## src/rtl/lphm_pkg.sv

```systemverilog
// Package for the linear probe hash map: sizes, codes, state and control types.
`default_nettype none
package lphm_pkg;

  localparam int SLOT_COUNT  = 1024;
  localparam int ENTRY_COUNT = 768;
  localparam int KEY_BITS    = 32;
  localparam int VALUE_BITS  = 32;

  localparam int SLOT_AW  = $clog2(SLOT_COUNT);
  localparam int ENTRY_AW = $clog2(ENTRY_COUNT);
  localparam int SLOT_W   = 11;
  localparam int CNT_W    = 10;
  localparam int PROBE_W  = SLOT_AW + 1;
  localparam int TYPE_W   = 2;
  localparam int STAT_W   = 2;

  // one more than the smallest key count at which a set reports full: (count+1)*4 >= slots*3
  localparam int LIMIT_KEYS = (SLOT_COUNT * 3 + 3) / 4;

  localparam logic [SLOT_W-1:0] SLOT_EMPTY = '0;
  localparam logic [SLOT_W-1:0] SLOT_TOMB  = '1;

  localparam logic [TYPE_W-1:0] REQ_SET = 2'd0;
  localparam logic [TYPE_W-1:0] REQ_GET = 2'd1;
  localparam logic [TYPE_W-1:0] REQ_DEL = 2'd2;

  localparam logic [STAT_W-1:0] ST_OK   = 2'd0;
  localparam logic [STAT_W-1:0] ST_MISS = 2'd1;
  localparam logic [STAT_W-1:0] ST_FULL = 2'd2;

  typedef enum logic [3:0] {
    S_CLEAR,
    S_IDLE,
    S_START,
    S_PROBE_RD,
    S_PROBE_CHK,
    S_KEY_CHK,
    S_ALLOC,
    S_PLACE,
    S_DONE
  } state_t;

  typedef struct packed {
    logic              load;
    logic              clr_wr;
    logic              slot_rd;
    logic              ent_rd;
    logic              note_tgt;
    logic              advance;
    logic              stk_rd;
    logic              place;
    logic              upd_val;
    logic              del;
    logic              set_res;
    logic [STAT_W-1:0] res_code;
    logic              res_val;
    logic              emit;
  } cmd_t;

  typedef struct packed {
    logic              clr_last;
    logic [TYPE_W-1:0] req_type;
    logic              limit_full;
    logic              probes_done;
    logic              slot_empty;
    logic              slot_skip;
    logic              key_match;
    logic              have_tgt;
    logic              stack_nonempty;
    logic              out_busy;
  } stat_t;

endpackage
`default_nettype wire

```

## src/rtl/lphm_ctrl.sv

```systemverilog
// Controller state machine for the linear probe hash map.
`default_nettype none
module lphm_ctrl
  import lphm_pkg::*;
(
  input  wire logic  clk,
  input  wire logic  rst_n,
  input  wire logic  in_valid,
  output logic       in_stall,
  input  stat_t      stat,
  output cmd_t       cmd
);

  state_t state_r, state_nxt;

  always_ff @(posedge clk) begin
    if (!rst_n) begin
      state_r <= S_CLEAR;
    end else begin
      state_r <= state_nxt;
    end
  end

  assign in_stall = (state_r != S_IDLE);

  always_comb begin
    state_nxt = state_r;
    cmd       = '0;
    case (state_r)
      S_CLEAR: begin
        cmd.clr_wr = 1'b1;
        if (stat.clr_last) state_nxt = S_IDLE;
      end
      S_IDLE: begin
        if (in_valid) begin
          cmd.load  = 1'b1;
          state_nxt = S_START;
        end
      end
      S_START: begin
        if (stat.req_type == REQ_SET) begin
          if (stat.limit_full) begin
            cmd.set_res  = 1'b1;
            cmd.res_code = ST_FULL;
            state_nxt    = S_DONE;
          end else begin
            state_nxt = S_PROBE_RD;
          end
        end else if (stat.req_type == REQ_GET || stat.req_type == REQ_DEL) begin
          state_nxt = S_PROBE_RD;
        end else begin
          cmd.set_res  = 1'b1;
          cmd.res_code = ST_MISS;
          state_nxt    = S_DONE;
        end
      end
      S_PROBE_RD: begin
        if (stat.probes_done) begin
          if (stat.req_type == REQ_SET && stat.have_tgt) begin
            state_nxt = S_ALLOC;
          end else begin
            cmd.set_res  = 1'b1;
            cmd.res_code = (stat.req_type == REQ_SET) ? ST_FULL : ST_MISS;
            state_nxt    = S_DONE;
          end
        end else begin
          cmd.slot_rd = 1'b1;
          state_nxt   = S_PROBE_CHK;
        end
      end
      S_PROBE_CHK: begin
        if (stat.slot_empty) begin
          if (stat.req_type == REQ_SET) begin
            cmd.note_tgt = 1'b1;
            state_nxt    = S_ALLOC;
          end else begin
            cmd.set_res  = 1'b1;
            cmd.res_code = ST_MISS;
            state_nxt    = S_DONE;
          end
        end else if (stat.slot_skip) begin
          // remember the first tombstone for placement
          cmd.note_tgt = (stat.req_type == REQ_SET);
          cmd.advance  = 1'b1;
          state_nxt    = S_PROBE_RD;
        end else begin
          cmd.ent_rd = 1'b1;
          state_nxt  = S_KEY_CHK;
        end
      end
      S_KEY_CHK: begin
        if (stat.key_match) begin
          cmd.set_res  = 1'b1;
          cmd.res_code = ST_OK;
          if (stat.req_type == REQ_SET) begin
            cmd.upd_val = 1'b1;
          end else begin
            cmd.res_val = 1'b1;
            cmd.del     = (stat.req_type == REQ_DEL);
          end
          state_nxt = S_DONE;
        end else begin
          cmd.advance = 1'b1;
          state_nxt   = S_PROBE_RD;
        end
      end
      S_ALLOC: begin
        cmd.stk_rd = stat.stack_nonempty;
        state_nxt  = S_PLACE;
      end
      S_PLACE: begin
        cmd.place    = 1'b1;
        cmd.set_res  = 1'b1;
        cmd.res_code = ST_OK;
        state_nxt    = S_DONE;
      end
      S_DONE: begin
        if (!stat.out_busy) begin
          cmd.emit  = 1'b1;
          state_nxt = S_IDLE;
        end
      end
      default: begin
        state_nxt = S_CLEAR;
      end
    endcase
  end

endmodule
`default_nettype wire

```

## config.mk

```make
export PLATFORM = sky130hd
export DESIGN_NAME = lphm_ctrl
export DESIGN_NICKNAME = d
export VERILOG_FILES = /design/src/rtl/lphm_pkg.sv /design/src/rtl/lphm_ctrl.sv
export SDC_FILE = /design/constraint.sdc
export NUM_CORES = 1
export LEC_CHECK = 0
export BUFFER_PORTS_ARGS = -buffer_cell sky130_fd_sc_hd__buf_2
export CAP_MARGIN = 20
export CORE_MARGIN = 2
export CORE_UTILIZATION = 45
export CTS_CLUSTER_SIZE = 16
export DETAILED_ROUTE_END_ITERATION = 8
export HOLD_SLACK_MARGIN = 0.03
export PLACE_DENSITY = 0.78
export SLEW_MARGIN = 40
export SYNTH_ARGS = -nofsm -noshare
export SYNTH_HDL_FRONTEND = slang
export SYNTH_SLANG_ARGS = --single-unit
```

## constraint.sdc

```tcl
create_clock -name clk -period 2.05 [get_ports clk]
set_clock_uncertainty 0.2 [all_clocks]
set_input_delay 0.205 -clock clk [delete_from_list [all_inputs] [get_ports clk]]
set_output_delay 0.205 -clock clk [all_outputs]
set_load 0.005 [all_outputs]
```

Word-level counts from Yosys, hierarchy flattened
Index checks and enable logic that the tools add are counted.
{ "totals": {"mem_bits_ro": 0, "ram_bits": 0, "elab_cells": 65, "ff_bits": 4, "n_memories": 0, "input_bits": 14, "latch_bits": 0, "output_inout_bits": 16} }
{ "classes": {"n_shift": 0, "reduce_logical": 5, "add_sub_neg": 0, "n_eq_ne": 14, "mux": 45, "bitwise": 0, "div_mod_pow": 0, "mul": 0, "order_cmp": 0} }
{ "op_table": {"columns": ["op", "n"], "rows": [
  ["$mux W4", 11],
  ["$pmux W4 S9", 1],
  ["$mux W3", 8],
  ["$mux W1", 18],
  ["$eq A4 B3 Y1 const B", 4],
  ["$pmux W3 S5", 1],
  ["$eq A4 B2 Y1 const B", 2],
  ["$mux W2", 4],
  ["$mux W6", 1],
  ["$ne A2 B2 Y1 const B", 3],
  ["$eq A4 B1 Y1 const B", 1],
  ["$eq A4 B4 Y1 const B", 1],
  ["$logic_not A4 Y1", 1],
  ["$ne A4 B1 Y1 const B", 1],
  ["$reduce_and A3 Y1", 1],
  ["$eq A2 B1 Y1 const B", 1],
  ["$eq A2 B2 Y1 const B", 1],
  ["$logic_not A2 Y1", 1],
  ["$pmux W1 S2", 1],
  ["$logic_and A1 B1 Y1", 1],
  ["$logic_or A1 B1 Y1", 1]
]} }

Longest topological paths before layout
{ "logic_depth": {"depth_word": 5, "ltp_mapped": 6, "ltp_nobuf": 6} }

Worst setup path after synthesis
No wires, ideal clock.
{ "synth_timing": {"kind": "register to output", "start": "register state_r[0]", "end": "output cmd[9] (netlist bit)", "t_arrival_ns": 1.100, "required_time_ns": 1.645, "path_slack_ns": 0.545, "stages_incl_launch_ff": 5, "path_cell_list": "dfxtp_1 buf_6 buf_2 mux2_2 nor3_1"} }
{ "synth_rtl": {"columns": ["item", "line_no", "text"], "rows": [
  ["from (decl)", "lphm_ctrl.sv:14", "state_t state_r, state_nxt;"],
  ["from (signal assigned)", "lphm_ctrl.sv:20", "state_r <= state_nxt;"],
  ["to (decl)", "lphm_ctrl.sv:11", "output cmd_t cmd"]
]} }

==> results_tabular.tex <==
\begin{tabular}{lr}
\hline
Metric & Value \\
\hline
\multicolumn{2}{l}{\textbf{Pwr}} \\
Sw Share & between 40 and 50\% \\
P\_int & about 0.33 mW \\
Power density cells & approximately 710 mW/mm\^{}2 \\
Seq pwr share & between 20\% and 30\% \\
Logic pwr share & a little under three fifths \\
Total net switching power & between 0.2 and 0.3 mW \\
Max rail drop VDD & between 0.0003 and 0.0004 V \\
Fraction of power consumed by the clock network & between 10\% and 20\% \\
Total power consumption of the routed design & $\sim$0.59 mW \\
Reported leakage power & about 0.4 nW \\
\multicolumn{2}{l}{\textbf{Clocking}} \\
Register clock-pin slew on the reported worst setup and hold paths & about 0.04 ns \\
Library cell used as clock root buffer & sky130\_fd\_sc\_hd\_\_clkbuf\_4 \\
Clock Sinks & 4 \\
Total clock buffers created by CTS & 3 \\
CTS tree & done \\
Hold Buf Count CTS & 0 \\
Total setup buffers inserted after CTS & 0 \\
Cells resized by post-CTS repair & 0 \\
Skew-Pair Late Insertion Delay & 0.25 ns \\
Maximum level of the CTS H-tree & 1 \\
Deepest clock path buffer count & 2 \\
\multicolumn{2}{l}{\textbf{Setup path}} \\
Critical path required time & between 1.5 and 2 ns \\
Slowest cell on the critical path & sky130\_fd\_sc\_hd\_\_or3\_4 \\
Kind of end point of the critical path & output pin \\
Series of cell instances along the critical path & buf\_4 -> or3\_4 -> nor3\_1 -> buf\_2 \\
Worst path arrival time & between 1 and 1.5 ns \\
Largest stage delay on the critical path & approximately 0.4 ns \\
WS Path Type & flip-flop to output pin \\
Biggest fanout along the worst timing path & 11 \\
Startpoint class of the critical path & flip-flop \\
\multicolumn{2}{l}{\textbf{Routing}} \\
Total iterations of the first detailed-routing run & 4 \\
Overall routed net length & roughly 1700 um \\
Post-route DRC violation count & 0 \\
Per-cell routed wire length & roughly 13 um \\
Vias & a little under 800 \\
Drt first-iter violations & 39 \\
Detail Route Antenna Nets & 0 \\
Number of vias per cell after detailed routing & 5.84 \\
\multicolumn{2}{l}{\textbf{Yosys}} \\
Share of the yosys chip area belonging to registers & roughly an eighth \\
Netlist area before placement & around 640 um\^{}2 \\
Net count after synthesis & approximately 110 \\
Share of flip-flops with an asynchronous set or reset after synthesis & 0\% \\
Most used flip-flop cell after synthesis & sky130\_fd\_sc\_hd\_\_dfxtp\_1 \\
Number of enable-type register cells in the synthesized netlist & 0 \\
Top area cells in the synthesized netlist & sky130\_fd\_sc\_hd\_\_dfxtp\_1, sky130\_fd\_sc\_hd\_\_ha\_1, sky130\_fd\_sc\_hd\_\_nand2b\_1 \\
Synth top area share & between 10\% and 20\% \\
Count leader, synth & sky130\_fd\_sc\_hd\_\_nor2\_1 \\
Gate Count Post-Synth & 88 \\
Mean cell area of the mapped netlist & 7.25 um\^{}2 \\
Count of state elements after synthesis & 4 \\
Yosys warning total & 0 \\
Cell type contributing the most total cell area after synthesis & sky130\_fd\_sc\_hd\_\_dfxtp\_1 \\
Unique masters post-synth & 37 \\
Most instantiated cells after synthesis & sky130\_fd\_sc\_hd\_\_nor2\_1, sky130\_fd\_sc\_hd\_\_nor3\_1, sky130\_fd\_sc\_hd\_\_nand2\_1, sky130\_fd\_sc\_hd\_\_nand2b\_1 \\
\multicolumn{2}{l}{\textbf{Floorplan}} \\
Initial Util & about half \\
Core Footprint & approximately 0.0013 mm\^{}2 \\
Die footprint & between 0.0015 and 0.002 mm\^{}2 \\
Row cnt & 13 \\
Count of pins on the block boundary & 30 \\
Die extent in y & $\sim$42 um \\
Die X & roughly 42 um \\
\multicolumn{2}{l}{\textbf{Timing}} \\
Setup violators final & 0 \\
Fin Setup TNS & 0 ns \\
Min Tclk post-route & about 1.9 ns \\
Final-report hold violation count & 0 \\
Worst-margin pin slew & between 0.3 and 0.4 ns \\
Final worst slack & between 0.15 and 0.2 ns \\
Timing-limited maximum frequency & about 0.54 GHz \\
Unrepaired setup endpoints after global routing & no \\
Post-route fraction of the period consumed by the critical path & between 90\% and 100\% \\
Final slew viol count & 0 \\
Rel. slew slack & between 70\% and 80\% \\
\multicolumn{2}{l}{\textbf{Global routing}} \\
Gr ovfl total & 0 \\
Number of global-route vias before repair & between 600 and 700 \\
Pin count of the biggest net entering global routing & 17 \\
Global-route wire length before repair & 2950 um \\
Initial antenna violation count & 0 \\
Global-route total usage across every layer & between 20\% and 30\% \\
\multicolumn{2}{l}{\textbf{Final layout}} \\
Final design utilization & a little over three fifths \\
Number of diodes added for antenna fixing & 0 \\
Non-filler instance count after layout & approximately 130 \\
NumNets Final & around 140 \\
Area delta synth->final & 30.0\% \\
Number of flip-flops under the largest register name & 4 \\
\# fillers & 125 \\
Largest registers & state\_r: 4 flops \\
Register with the most flip-flops & state\_r \\
Share of layout cells above drive strength 1 & between 40\% and 50\% \\
\multicolumn{2}{l}{\textbf{Placed design}} \\
Number of cells in the design after placement & around 130 \\
I/O Buffers & 29 \\
DPL Wire Length & 1330 um \\
Final weighted congestion of routability-driven global placement & between 0.8 and 0.9 \\
Post-placement setup slack & approximately 0.26 ns \\
\multicolumn{2}{l}{\textbf{Run status}} \\
Result of the run & completed \\
\multicolumn{2}{l}{\textbf{Hold path}} \\
Min-delay worst type & input port to flip-flop \\
\multicolumn{2}{l}{\textbf{Flow run}} \\
Number of max-cap violations & 0 \\
\hline
\end{tabular}
area by class of cell:
type / instances / area, um^2 / area share (%)
Multi-Input combinational cell: 76 / 518 / 62.4
Tap cell: 15 / 18.8 / 2.26
Inverter: 3 / 11.3 / 1.36
Sequential cell: 4 / 83.8 / 10.1
Clock buffer: 3 / 22.5 / 2.71
Timing Repair Buffer: 33 / 175 / 21.1
critical path, delay by kind of cell (launching register included):
kind,cells,cell delay [ns]
DFF,1,0.37
buffers and inverters,2,0.31
and+or+nand+nor,2,0.53
final timing paths:
kind | end | slack (ns) | depth (start not counted) | start
worst min register to register | state_r[2]$_SDFFE_PN0P_ | 0.51 | 3 | state_r[0]$_SDFFE_PN0P_
worst max register to register | state_r[0]$_SDFFE_PN0P_ | 0.41 | 4 | state_r[1]$_SDFFE_PN0P_
worst max-delay path | cmd[11] | 0.18 | 4 | state_r[0]$_SDFFE_PN0P_
worst min-delay path | state_r[3]$_SDFFE_PN0P_ | 0.05 | 2 | rst_n
metrics by stage:
step,area [um^2],hold slack (ns)
floorplan,638,0.122
global placement,801,0.303
detailed placement,801,0.300
CTS,823,0.0409
global route,830,0.0317
finish,830,0.0454
power groups by stage:
| stage | Sequential, mW | Combinational [mW] | Clock (mW) |
|---|---|---|---|
| 2_1_floorplan | 0.111 | 0.272 | 0 |
| 3_3_place_gp | 0.154 | 0.315 | 0 |
| 3_5_place_dp | 0.154 | 0.321 | 0 |
| 4_1_cts | 0.153 | 0.323 | 0.105 |
| 5_1_grt | 0.164 | 0.369 | 0.116 |
| 6_report | 0.159 | 0.327 | 0.104 |
cells by family after synthesis:
kind of cell / count (synthesis) / share of synthesized area (%)
flops: 4 / 12.5
mux: 1 / 1.76
compound gates: 20 / 24.3
buf+inv: 8 / 6.67
fa+ha+maj: 4 / 7.84
simple gates: 51 / 46.9
cell usage in the layout, fill, tap and decap left out, types with 2 or more instances in the layout:
master,Yosys,final
sky130_fd_sc_hd__buf_2,4,29
sky130_fd_sc_hd__nand2b_1,5,5
sky130_fd_sc_hd__nand2_1,5,5
sky130_fd_sc_hd__nor4_1,2,2
sky130_fd_sc_hd__nor2b_1,4,3
sky130_fd_sc_hd__inv_1,3,3
sky130_fd_sc_hd__a21oi_1,4,4
sky130_fd_sc_hd__buf_4,0,4
sky130_fd_sc_hd__a21boi_0,3,3
sky130_fd_sc_hd__nor3_1,6,6
sky130_fd_sc_hd__nor2_1,7,7
sky130_fd_sc_hd__and2_1,2,2
sky130_fd_sc_hd__ha_1,4,4
sky130_fd_sc_hd__nand3_1,4,4
sky130_fd_sc_hd__clkbuf_4,0,3
sky130_fd_sc_hd__dfxtp_2,0,3
sky130_fd_sc_hd__and3_1,4,4
sky130_fd_sc_hd__nand4_1,3,3
sky130_fd_sc_hd__o21ai_0,4,4
routing by layer:
layer  vias up  wire length, um  GRT usage, %
li1        389                -             -
met1       347              788          28.0
met2        43              775          33.1
met3         4              132          5.65
met4         0               40          15.5
met5         -                0             0
Note: power is estimated with default switching activity, not from simulation.
